`config.mk`:
```
export PLATFORM = sky130hd
export DESIGN_NAME = sgb_ctrl
export DESIGN_NICKNAME = d
export VERILOG_FILES = /design/src/rtl/core/sgb_pkg.sv /design/src/rtl/core/sgb_ctrl.sv
export VERILOG_INCLUDE_DIRS = /design/src /design/src/rtl/core
export SDC_FILE = /design/constraint.sdc
export NUM_CORES = 1
export LEC_CHECK = 0
export ABC_CLOCK_PERIOD_IN_PS = 2900
export BUFFER_PORTS_ARGS = -buffer_cell sky130_fd_sc_hd__buf_4
export CAP_MARGIN = 20
export CORE_MARGIN = 4
export CORE_UTILIZATION = 40
export DETAILED_ROUTE_END_ITERATION = 8
export GPL_TIMING_DRIVEN = 0
export PLACE_DENSITY = 0.69
export SKIP_LAST_GASP = 1
export SYNTH_ARGS = -nofsm -noshare
export SYNTH_HDL_FRONTEND = slang
export SYNTH_SLANG_ARGS = --single-unit
```
`constraint.sdc`:
```
create_clock -name clk -period 2.9 [get_ports clk]
set_input_delay 0.58 -clock clk [delete_from_list [all_inputs] [get_ports clk]]
set_output_delay 0.58 -clock clk [all_outputs]
set_load 0.05 [all_outputs]
```
`src/rtl/core/separable_gaussian_blur_defines.svh`:
```
// Assertion macros for the blur core.
`ifndef SEPARABLE_GAUSSIAN_BLUR_DEFINES_SVH
`define SEPARABLE_GAUSSIAN_BLUR_DEFINES_SVH

`ifndef NO_ASSERTIONS
`define SGB_ASSERT(lbl, prop, msg) \
	lbl: assert property (@(posedge clk) disable iff (!arst_n) prop) else $error(msg);
`define SGB_NEVER(lbl, expr, msg) \
	lbl: assert property (@(posedge clk) disable iff (!arst_n) !(expr)) else $error(msg);
`else
`define SGB_ASSERT(lbl, prop, msg)
`define SGB_NEVER(lbl, expr, msg)
`endif

`endif

```
`src/rtl/core/sgb_pkg.sv`:
```
package sgb_pkg;

	localparam int RADIUS_DEF     = 5;
	localparam int MAX_WIDTH_DEF  = 512;
	localparam int MAX_HEIGHT_DEF = 512;
	localparam int CHANNELS_DEF   = 3;

	localparam int DIM_REG_W  = 10;
	localparam int COEF_W     = 16;
	localparam int CFG_IDX_W  = 3;
	localparam int SAMPLE_W   = 8;
	localparam int TAP_W      = 4;
	localparam int DIST_W     = 3;
	localparam int NUM_COEF   = 6;
	localparam int FRAC_BITS  = 15;

	localparam logic [CFG_IDX_W-1:0] REG_IMAGE_WIDTH  = 3'd0;
	localparam logic [CFG_IDX_W-1:0] REG_IMAGE_HEIGHT = 3'd1;
	localparam logic [CFG_IDX_W-1:0] REG_COEF_CENTER  = 3'd2;
	localparam logic [CFG_IDX_W-1:0] REG_COEF_OFF1    = 3'd3;
	localparam logic [CFG_IDX_W-1:0] REG_COEF_OFF2    = 3'd4;
	localparam logic [CFG_IDX_W-1:0] REG_COEF_OFF3    = 3'd5;
	localparam logic [CFG_IDX_W-1:0] REG_COEF_OFF4    = 3'd6;
	localparam logic [CFG_IDX_W-1:0] REG_COEF_OFF5    = 3'd7;

	localparam logic [DIM_REG_W-1:0] DIM_RESET = 10'd512;
	localparam logic [COEF_W-1:0] COEF_RESET [NUM_COEF] = '{
		16'd6572, 16'd5800, 16'd3986, 16'd2134, 16'd889, 16'd289
	};

	localparam logic OP_LOAD  = 1'b0;
	localparam logic OP_DRAIN = 1'b1;

	typedef enum logic [3:0] {
		ST_IDLE,
		ST_H_ISSUE,
		ST_H_WAIT,
		ST_H_WRITE,
		ST_D_DIVW,
		ST_V_ISSUE,
		ST_V_WAIT,
		ST_V_EMIT
	} sgb_state_t;

	typedef struct packed {
		logic             load_wr;
		logic             h_init;
		logic             d_init;
		logic             issue;
		logic             acc_clr;
		logic             h_write;
		logic             emit;
		logic [TAP_W-1:0] tap;
	} sgb_cmd_t;

	typedef struct packed {
		logic load_full;
		logic pipe_busy;
		logic h_last;
		logic div_done;
		logic drain_last;
		logic cfg_settle;
	} sgb_status_t;

endpackage

```
`src/rtl/core/sgb_ctrl.sv`:
```
`include "separable_gaussian_blur_defines.svh"

module sgb_ctrl import sgb_pkg::*; #(
	parameter int RADIUS = RADIUS_DEF
) (
	input  logic        clk,
	input  logic        arst_n,
	input  logic        start,
	input  logic        opcode,
	output logic        busy,
	output sgb_cmd_t    cmd,
	input  sgb_status_t status
);

	localparam logic [TAP_W-1:0] LAST_TAP = TAP_W'(2 * RADIUS);

	sgb_state_t       state_q, state_nx;
	logic [TAP_W-1:0] tap_q, tap_nx;
	logic             loaded_q, loaded_nx;
	logic             req;

	always_ff @(posedge clk or negedge arst_n) begin
		if (!arst_n) begin
			state_q  <= ST_IDLE;
			tap_q    <= '0;
			loaded_q <= 1'b0;
		end else begin
			state_q  <= state_nx;
			tap_q    <= tap_nx;
			loaded_q <= loaded_nx;
		end
	end

	assign busy = (state_q != ST_IDLE) || status.cfg_settle;
	assign req  = start && !busy;

	always_comb begin
		state_nx  = state_q;
		tap_nx    = tap_q;
		loaded_nx = loaded_q;
		cmd       = '0;
		cmd.tap   = tap_q;
		unique case (state_q)
			ST_IDLE: begin
				if (req && opcode == OP_LOAD && !loaded_q) begin
					cmd.load_wr = 1'b1;
					if (status.load_full) begin
						loaded_nx  = 1'b1;
						cmd.h_init = 1'b1;
						tap_nx     = '0;
						state_nx   = ST_H_ISSUE;
					end
				end else if (req && opcode == OP_DRAIN && loaded_q) begin
					cmd.d_init = 1'b1;
					tap_nx     = '0;
					state_nx   = ST_D_DIVW;
				end
			end
			ST_H_ISSUE, ST_V_ISSUE: begin
				cmd.issue   = 1'b1;
				cmd.acc_clr = tap_q == '0;
				if (tap_q == LAST_TAP) begin
					tap_nx   = '0;
					state_nx = (state_q == ST_H_ISSUE) ? ST_H_WAIT : ST_V_WAIT;
				end else begin
					tap_nx = tap_q + 1'b1;
				end
			end
			ST_H_WAIT: begin
				if (!status.pipe_busy) state_nx = ST_H_WRITE;
			end
			ST_H_WRITE: begin
				cmd.h_write = 1'b1;
				state_nx    = status.h_last ? ST_IDLE : ST_H_ISSUE;
			end
			ST_D_DIVW: begin
				if (status.div_done) state_nx = ST_V_ISSUE;
			end
			ST_V_WAIT: begin
				if (!status.pipe_busy) state_nx = ST_V_EMIT;
			end
			ST_V_EMIT: begin
				cmd.emit = 1'b1;
				if (status.drain_last) loaded_nx = 1'b0;
				state_nx = ST_IDLE;
			end
			default: state_nx = ST_IDLE;
		endcase
	end

	`SGB_ASSERT(a_emit_loaded, cmd.emit |-> loaded_q, "emit without a loaded frame")
	`SGB_ASSERT(a_pass_on_load, $rose(loaded_q) |-> state_q == ST_H_ISSUE, "row pass not started")
	`SGB_NEVER(a_idle_pipe, state_q == ST_IDLE && status.pipe_busy, "taps in flight while idle")
	`SGB_NEVER(a_load_busy, cmd.load_wr && loaded_q, "load accepted into a full frame")

endmodule

```
**Word-level counts from Yosys, hierarchy flattened**

Cells that the tools add are included.

- Register bits: 9
- Output and inout bits: 12
- Word-level logic and storage cells: 66

- Add/sub/neg operators: 1
- Equal/unequal tests: 17
- Multiplexer cells: 27
- Bitwise logic cells: 1
- Reductions and logical operators: 17

Operators with widths:

| cell | number |
|---|---|
| $mux W4 | 11 |
| $pmux W4 S6 | 1 |
| $eq A4 B3 Y1 const B | 4 |
| $ne A2 B2 Y1 const B | 7 |
| $mux W1 | 9 |
| $eq A4 B2 Y1 const B | 2 |
| $logic_not A4 Y1 | 2 |
| $pmux W4 S2 | 1 |
| $mux W3 | 2 |
| $ne A3 B3 Y1 const B | 2 |
| $reduce_and A6 Y1 | 1 |
| $logic_and A1 B1 Y1 | 5 |
| $add A4 B1 Y4 const B | 1 |
| $eq A4 B1 Y1 const B | 1 |
| $eq A4 B4 Y1 const B | 1 |
| $mux W2 | 2 |
| $reduce_and A4 Y1 | 1 |
| $reduce_bool A2 Y1 | 2 |
| $reduce_bool A4 Y1 | 1 |
| $reduce_and A3 Y1 | 1 |
| $logic_not A1 Y1 | 2 |
| $pmux W1 S2 | 1 |
| $reduce_or A2 Y1 | 1 |
| $logic_or A1 B1 Y1 | 1 |
| $not A1 Y1 | 1 |

**Longest topological paths before layout**

Gate-level depths: netlist of run 1.

- Depth in word-level cells: 9
- Depth in mapped cells: 6
- Mapped depth without buffers: 6

**Worst setup path after synthesis of run 1**

OpenSTA, ideal clock, no wires.

- Kind: register -> output
- Start: reg state_q[1]
- End: out cmd[9] in the netlist's numbering
- Data arrival time: 2478 ps
- Data required time: 2320 ps
- Setup slack: -158 ps
- Cell stages (with the launch flop): 5
- Buffers on the path: 1
- Cell sequence: dfrtp_1 > or3_1 > buf_6 > nor4_2 > and2_1

RTL lines:

| item | RTL line | text |
|---|---|---|
| from (decl) | sgb_ctrl.sv:17 | `sgb_state_t state_q, state_nx;` |
| from (signal assigned) | sgb_ctrl.sv:28 | `state_q <= state_nx;` |
| to (decl) | sgb_ctrl.sv:11 | `output sgb_cmd_t cmd,` |

==> results.md, run 1 <==
### Global route
* pin count of the biggest net entering global routing: 10
* global-route congestion overflow total: 0
* number of antenna violations at the first check in global routing: 0
* total routing resource utilization after global routing: 14.4%
* vias in the first global route: 468
* wire length of the first global-routing pass: 2.08 mm

### Synthesis
* synth unique cells: 31
* Primary FF master, synth: dfrtp_1
* FF+latch count, synth: 8
* ranking of synthesized cells by area: dfrtp_1, nand2_1, a211oi_4
* summed instance area of the synthesized netlist: 523 um^2
* number of synthesized flops with an enable pin: 0
* library cell with the largest summed area after synthesis: dfrtp_1
* share of synthesized area occupied by flip-flops and latches: 38.3%
* post-synthesis instance total: 59
* top cell type's share of synthesized area: 38.3%
* fraction of synthesis flops using an asynchronous set or reset pin: 100%
* Yosys warning count: 0
* net count after synthesis: 69
* synthesized area per cell: 8.86 um^2

### Clock network
* Skew-Pair Late Insertion Delay: 0.25 ns
* H-tree depth reported by CTS: 1
* # clock sinks: 8
* quantity of gates resized following cts: 0
* maximum clock insertion buffer count: 2
* post-CTS setup repair buffer count: 0
* CTS Buf Count: 3
* hold buffer count at cts: 0
* clock transition time at the flip-flop clock pins of the worst setup and hold paths: 0.05 ns
* buffer cell driving the clock tree root: clkbuf_4
* TritonCTS clock tree: done

### STA
* number of setup violations in the final report: 0
* unrepaired setup endpoints after global routing: no
* Fin Clk Skew: 0.00669 ns
* slew margin rel.: 76.3%
* Slew Limit Fails: 0
* sum of negative setup slack: 0 ns
* slew at the pin with the worst max-slew slack: 0.356 ns
* least setup slack across all paths after layout: 0.440 ns
* time the final worst path needs with I/O delays and setup: 2.46 ns
* fraction of the cycle the final worst path needs: 84.8%
* final hold vios: 0
* maximum frequency from static timing analysis: 407 MHz

### Final layout
* diode count: 0
* Area growth syn-to-layout: 40.7%
* Core Util, Final: 62.8%
* Final Non-Filler Cells: 97
* net count reported at finish: 95
* commonest non-fill, non-tap cell in the layout: buf_4
* layout cells sized above 1: 38.6%
* most used cells in the layout excluding fill and tap cells: buf_4, dfrtp_1, nand2_1, nor2_1, o21ai_0

### Status
* outcome: completed

### Setup path
* largest fanout on the critical path: 7
* top cell family by delay on the critical path: simple AND/OR/NAND/NOR gates
* Worst R2R Path Depth: 5
* Worst Setup End Kind: primary output
* Worst R2R Start: state_q[1]
* setup slack of the most critical reg-to-reg path: 1.15 ns
* series of cell instances along the critical path: or3_1 > buf_6 > nor4_4 > and2_1 > buf_4
* crit start category: register
* data arrival time at the worst-slack endpoint: 1.88 ns
* slowest cell delay on critical path: 0.43 ns
* WP depth: 5
* Worst R2R End: tap_q[2]
* Setup Crit Path Kind: reg2out
* Crit path buffers/inverters: 2
* cell with the biggest individual delay on the critical path: dfrtp_1
* required arrival time at the worst endpoint: 2.32 ns

### Placement
* half-perimeter wire length after placement: 973 um
* count of port buffers added during placement: 21
* Routability Congestion: 0.748
* # placed instances: 94
* worst slack at placement: 0.715 ns

### Power and ir drop
* standby leakage power: 0.359 nW
* combinational fraction of design power: 63.0%
* relative contribution of sequential cells to total power: 27.2%
* clock power share: 9.8%
* worst IR drop on VDD: 644 uV
* switching power: 441 uW
* switching share of total power: 52.3%
* P_int: 403 uW
* power density over the cells: 1150 nW/um^2

### Floorplan
* count of boundary I/O pins: 22
* vertical die dimension: 44.2 um
* core region area: 1170 um^2
* row cnt: 12
* full die area: 1950 um^2
* Initial Utilization: 44.7%
* horizontal die dimension: 44.2 um

### Hold path
* Hold Crit Class: in2async

### Route
* drt first pass iters: 4
* drt drc: 0
* drt total wl: 1.24 mm
* average routed wire per standard cell: 12.8 um
* number of vias after detailed routing: 515
* DR vias/cell: 5.31
* number of antenna-violating nets in the routed design: 0
* DR iter-0 viols: 5

### Run
* max capacitance violation total: 0

## state kept, by name, indices dropped and copies added (netlist names)
name      cells
tap_q         4
state_q       3
loaded_q      1
## metrics by stage
| stage | hold slack, ns | power [mW] | instance area [um^2] |
|---|---|---|---|
| 4_1_cts | 0.125 | 0.848 | 736 |
| 6_report | 0.132 | 0.844 | 736 |
| 5_1_grt | 0.124 | 0.908 | 736 |
| 2_1_floorplan | 0.284 | 0.624 | 538 |
| 3_3_place_gp | 0.404 | 0.756 | 713 |
| 3_5_place_dp | 0.403 | 0.761 | 713 |
## area by class of cell
| type | count | area [um^2] |
|---|---|---|
| Buffer | 2 | 15.0 |
| Inverter | 3 | 11.3 |
| Timing Repair Buffer | 21 | 158 |
| Clock buffer | 3 | 22.5 |
| Tap cell | 14 | 17.5 |
| Multi-Input combinational cell | 46 | 312 |
| Fill cell | 113 | 435 |
| Sequential cell | 8 | 200 |
## synthesized netlist by cell type, types with 2 or more instances
master / count
o21ai_0: 4
dfrtp_1: 8
nand3b_1: 2
a21o_1: 2
nand2_1: 7
o21ai_1: 2
nor3_1: 2
nor2_1: 4
nand2b_1: 3
a22o_1: 2
inv_1: 3
## worst max-delay path by stage
stage | from | end
after CTS | state_q[1] | cmd[9]
after global placement | state_q[1] | cmd[9]
final | state_q[1] | cmd[9]
after detailed placement | state_q[1] | cmd[9]
after global routing | state_q[1] | cmd[9]
after floorplan | state_q[1] | cmd[9]
## cells by family (layout without fill, tap and decap cells)
logic type,count (synthesis),after routing,share of synthesized area [%]
and+or+nand+nor,29,29,32.5
buffers and inverters,5,29,5.02
AOI/OAI and AO/OA,17,17,24.2
DFF,8,8,38.3
## power by group through the flow
stage	clock [mW]	sequential, mW	combinational [mW]
finish	0.0826	0.230	0.532
detailed placement	0	0.230	0.532
global placement	0	0.230	0.525
CTS	0.0870	0.228	0.533
global route	0.0932	0.241	0.574
floorplan	0	0.292	0.332
## per-layer routing
metal | part of all wire (%) | global-route usage [%]
met4 | 0.65 | 1.81
met3 | 8.0 | 7.32
met5 | 0 | 0
met2 | 46 | 21.5
met1 | 45 | 19.0
## worst register-to-register path: stages (launching register included)
cell,delay [ns]
dfrtp_1,0.43
or3_1,0.41
buf_6,0.15
a211oi_4,0.26
nor2_2,0.09
a211o_1,0.30
Note: power is estimated with default switching activity, not from simulation.
==> inputs of run 2 (changes only) <==
- ABC_AREA: default -> 1
- ABC_CLOCK_PERIOD_IN_PS: 2900 -> 2340
- PLACE_DENSITY: 0.69 -> 0.68
- clock period: 2.9 -> 2.34 ns (I/O delays scaled with it)
==> run 2 against run 1 <==
Non-clock buffer count shrank 2. Via count grew 17%. Cell area grew 4.8%. Register-to-register slack lost 0.17 ns. Combinational power grew 23%. Die area grew 6.8%. Routed wire length shrank 0.40%. Area after synthesis grew 8.4%. Global-route usage shrank 1.5 points. Critical path depth grew 1. Critical path type unchanged. Largest power group unchanged. Highest routed layer unchanged.
==> results.md, run 2 <==
### Status
* outcome: completed

### STA
* slew margin rel.: 84.7%
* fraction of the cycle the final worst path needs: 81.9%
* slew at the pin with the worst max-slew slack: 0.229 ns
* sum of negative setup slack: 0 ns
* unrepaired setup endpoints after global routing: no
* maximum frequency from static timing analysis: 522 MHz
* Slew Limit Fails: 0
* number of setup violations in the final report: 0
* Fin Clk Skew: 0.00183 ns
* final hold vios: 0
* hold slack final: 0.0313 ns
* time the final worst path needs with I/O delays and setup: 1.92 ns

### Synthesis
* ranking of synthesized cells by area: dfrtp_1, nand2_1, inv_1
* Yosys warning count: 0
* FF+latch count, synth: 8
* top cell type's share of synthesized area: 35.3%
* synthesized area per cell: 6.23 um^2
* dominant cell by count in the synthesized netlist: nand2_1
* Primary FF master, synth: dfrtp_1
* fraction of synthesis flops using an asynchronous set or reset pin: 100%
* share of synthesized area occupied by flip-flops and latches: 35.3%
* number of synthesized flops with an enable pin: 0
* synth unique cells: 14
* net count after synthesis: 101
* library cell with the largest summed area after synthesis: dfrtp_1
* summed instance area of the synthesized netlist: 567 um^2
* synth cell count leaders: nand2_1, inv_1, nor2_1, dfrtp_1, nand3_1
* post-synthesis instance total: 91

### Final layout
* Area growth syn-to-layout: 36.0%
* net count reported at finish: 127
* diode count: 0
* top register by number of flip-flops: tap_q
* flip-flop count of the largest register after layout: 4
* layout cells sized above 1: 28.7%
* biggest registers after layout: tap_q x4, state_q x3, loaded_q x1
* most used cells in the layout excluding fill and tap cells: nand2_1, buf_4, inv_1, nor2_1, dfrtp_1
* commonest non-fill, non-tap cell in the layout: nand2_1

### Global route
* vias in the first global route: 484
* number of antenna violations at the first check in global routing: 0
* pin count of the biggest net entering global routing: 9
* total routing resource utilization after global routing: 12.9%
* wire length of the first global-routing pass: 1.97 mm
* global-route congestion overflow total: 0

### Placement
* half-perimeter wire length after placement: 1.05 mm
* count of port buffers added during placement: 21
* Routability Congestion: 0.752

### Setup path
* crit start category: register
* required arrival time at the worst endpoint: 1.87 ns
* cell with the biggest individual delay on the critical path: dfrtp_1
* largest fanout on the critical path: 6
* cell occurring most often along the worst timing path: inv_1
* Setup Crit Path Kind: reg2out
* data arrival time at the worst-slack endpoint: 1.45 ns
* slowest cell delay on critical path: 0.45 ns
* Worst Setup End Kind: primary output
* series of cell instances along the critical path: inv_1 > nand2_1 > inv_1 > nand3_1 > nor3_2 > buf_4

### Clock network
* maximum clock insertion buffer count: 2
* Skew-Pair Late Insertion Delay: 0.24 ns
* post-CTS setup repair buffer count: 0
* hold buffer count at cts: 0
* H-tree depth reported by CTS: 1
* TritonCTS clock tree: done
* quantity of gates resized following cts: 0
* CTS Buf Count: 3
* buffer cell driving the clock tree root: clkbuf_4
* clock transition time at the flip-flop clock pins of the worst setup and hold paths: 0.05 ns
* # clock sinks: 8

### Power and ir drop
* standby leakage power: 0.456 nW
* worst IR drop on VDD: 604 uV
* power density over the cells: 1320 nW/um^2

### Hold path
* Hold Crit Class: in2async

### Route
* drt first pass iters: 4
* DR iter-0 viols: 6
* average routed wire per standard cell: 9.48 um
* DR vias/cell: 4.65
* drt drc: 0
* number of vias after detailed routing: 604
* drt total wl: 1.23 mm
* number of antenna-violating nets in the routed design: 0

### Floorplan
* horizontal die dimension: 45.6 um
* row cnt: 13
* count of boundary I/O pins: 22
* full die area: 2080 um^2
* vertical die dimension: 45.6 um
* core region area: 1320 um^2
* Initial Utilization: 43.0%

### Run
* max capacitance violation total: 0

run 2: path summary, 6_finish.rpt:
check                      startpoint    endpoint  slack, ns  cells past startpoint
max                        state_q[1]      cmd[6]       0.42                      6
min                            arst_n  state_q[1]       0.03                      1
max reg2reg                state_q[1]    tap_q[3]       0.98                      8
min reg2reg                  tap_q[2]    tap_q[2]       0.50                      2
max in group asynchronous      arst_n    tap_q[3]       2.19                      1
min in group clk            status[1]    loaded_q       0.48                      4
run 2: final cells by class:
type | instances | area (um^2)
clock buffer | 3 | 22.5
sequential | 8 | 200
timing repair buffer | 21 | 158
inverter | 17 | 63.8
fill | 140 | 547
multi-input combinational | 66 | 308
tap | 15 | 18.8
run 2: stage by stage:
step	worst slack, ns	cell area (um^2)	instances	utilization (%)	total power [mW]
after floorplan	0.108	572	91	-	0.749
after global placement	0.649	748	127	56.8	0.922
after detailed placement	0.640	748	127	56.8	0.924
after CTS	0.407	771	130	58.5	1.03
after global routing	0.331	771	130	58.5	1.11
final	0.422	771	130	58.5	1.02
run 2: routing by layer:
metal  vias up  wire length, um  GRT usage, %
met4         0               14          7.02
met1       263              626          18.4
met2         8              549          18.9
met3         2               42          1.19
li1        331                -             -
met5         -                0             0
run 2: report_power, final:
group,internal [mW],switching (mW)
logic,0.199,0.457
registers,0.195,0.0700
clock network,0.0580,0.0367
total,0.453,0.564
run 2: cell families (layout without fill, tap and decap cells):
logic type | after synthesis | after routing | synth area share [%]
AND/OR/NAND/NOR | 62 | 62 | 49.0
buffers and inverters | 17 | 41 | 11.3
flip-flops | 8 | 8 | 35.3
AO/OA/AOI/OAI | 4 | 4 | 4.42
run 2: worst max-delay path, delay by kind of cell (launching register included):
| family | cells | cell delay (ns) |
|---|---|---|
| buf+inv | 3 | 0.45 |
| simple gates | 3 | 0.31 |
| flops | 1 | 0.45 |
==> inputs of run 3 (changes only) <==
- ABC_CLOCK_PERIOD_IN_PS: 2340 -> 1800
- clock period: 2.34 -> 1.8 ns (I/O delays scaled with it)
==> run 3 against run 2 <==
Utilization up 5.9 points. Cell area up 10%. Critical path depth down 2. Sequential power up 38%. Die area unchanged. Total power up 40%. Critical endpoint is now cmd[10].
==> results.md, run 3 (synthesis results as in run 2) <==
### Final layout
* Area growth syn-to-layout: 49.7%
* flip-flop count of the largest register after layout: 4
* biggest registers after layout: tap_q x4, state_q x3, loaded_q x1
* most used cells in the layout excluding fill and tap cells: nand2_1, buf_4, inv_1, nor2_1
* diode count: 0
* net count reported at finish: 132
* layout cells sized above 1: 36.7%
* Final Non-Filler Cells: 135
* top register by number of flip-flops: tap_q
* Core Util, Final: 64.4%
* commonest non-fill, non-tap cell in the layout: nand2_1

### Clock network
* H-tree depth reported by CTS: 1
* buffer cell driving the clock tree root: clkbuf_4
* CTS Buf Count: 3
* maximum clock insertion buffer count: 2
* clock transition time at the flip-flop clock pins of the worst setup and hold paths: 0.05 ns
* # clock sinks: 8
* Skew-Pair Late Insertion Delay: 0.24 ns
* TritonCTS clock tree: done

### Setup path
* slowest cell delay on critical path: 0.46 ns
* Worst R2R Start: state_q[1]
* Setup Crit Path Kind: reg2out
* cell with the biggest individual delay on the critical path: dfrtp_2
* data arrival time at the worst-slack endpoint: 1.42 ns
* top cell family by delay on the critical path: simple AND/OR/NAND/NOR gates
* series of cell instances along the critical path: nor2_4 > nand4_1 > nor2_2 > buf_6
* crit start category: register
* Crit path buffers/inverters: 1
* required arrival time at the worst endpoint: 1.44 ns
* Worst Setup End Kind: primary output
* crit path launch: state_q[1]
* largest fanout on the critical path: 5

### STA
* time the final worst path needs with I/O delays and setup: 1.78 ns
* slew margin rel.: 86.0%
* fraction of the cycle the final worst path needs: 98.8%
* unrepaired setup endpoints after global routing: yes
* final hold vios: 0
* Slew Limit Fails: 0
* hold slack final: 0.371 ns
* number of setup violations in the final report: 0
* Fin Clk Skew: 0.000658 ns
* slew at the pin with the worst max-slew slack: 0.210 ns
* maximum frequency from static timing analysis: 562 MHz

### Route
* average routed wire per standard cell: 10.1 um
* number of vias after detailed routing: 637
* drt first pass iters: 3
* drt total wl: 1.36 mm
* number of antenna-violating nets in the routed design: 0
* DR vias/cell: 4.72
* drt drc: 0
* DR iter-0 viols: 8

### Global route
* number of antenna violations at the first check in global routing: 0
* wire length of the first global-routing pass: 2.06 mm
* global-route congestion overflow total: 0
* total routing resource utilization after global routing: 13.3%
* vias in the first global route: 522
* pin count of the biggest net entering global routing: 9

### Status
* outcome: completed

### Placement
* half-perimeter wire length after placement: 1.08 mm
* count of port buffers added during placement: 21
* Routability Congestion: 0.773
* # placed instances: 127

### Floorplan
* row cnt: 13
* vertical die dimension: 45.6 um
* full die area: 2080 um^2
* core region area: 1320 um^2
* horizontal die dimension: 45.6 um
* Initial Utilization: 43.0%
* count of boundary I/O pins: 22

### Power and ir drop
* final total power: 1.42 mW
* standby leakage power: 0.482 nW
* power density over the cells: 1670 nW/um^2
* worst IR drop on VDD: 777 uV

### Hold path
* Hold Crit Class: in2reg
* source of the worst hold timing path: status[1]

### Run
* max capacitance violation total: 0

-- run 3: path summary, 6_finish.rpt --
check	slack (ns)	depth (start not counted)	to
worst max-delay path	0.02	4	cmd[10]
worst min-delay path	0.37	4	loaded_q
worst max register to register	0.39	6	state_q[0]
worst min register to register	0.50	2	tap_q[2]
max in group asynchronous	1.20	2	state_q[1]
min in group asynchronous	0.47	2	tap_q[2]
-- run 3: per-stage QoR --
step                      TNS [ns]  area [um^2]  setup WS (ns)
after floorplan             -0.288          577         -0.288
after global placement           0          753          0.259
after detailed placement         0          753          0.280
after CTS                        0          786        0.00884
after global routing        -0.133          848        -0.0606
final                            0          848         0.0222
-- run 3: repair_timing --
item                                    in CTS  in global routing
buffers inserted                             0                  4
hold buffers                                 1                  0
endpoints found under the setup margin       0                  4
gates resized for setup                      0                 12
hold endpoints to repair                     8                  0
-- run 3: final cells by class --
type,instances,area [um^2]
repair buffers,26,213
flip-flops and latches,8,203
clock buffers,3,22.5
multi-input cells,66,328
fillers,132,469
well taps,15,18.8
inverters,17,63.8
-- run 3: report_power, final --
group / internal (mW) / switching [mW]
Clock: 0.0754 / 0.0480
Sequential: 0.258 / 0.108
Combinational: 0.313 / 0.616
-- run 3: per-layer routing --
layer	track usage, %	wire length [um]
met5	0	0
met4	5.26	0
met3	0	38
met2	19.2	667
met1	20.7	654
-- run 3: worst register-to-register path, cell delays in order, from the launching register on --
cell	delay, ns
dfrtp_2	0.46
nor2_4	0.14
nand4_1	0.20
buf_4	0.20
o21ai_0	0.16
nand4_1	0.11
nand2_1	0.08
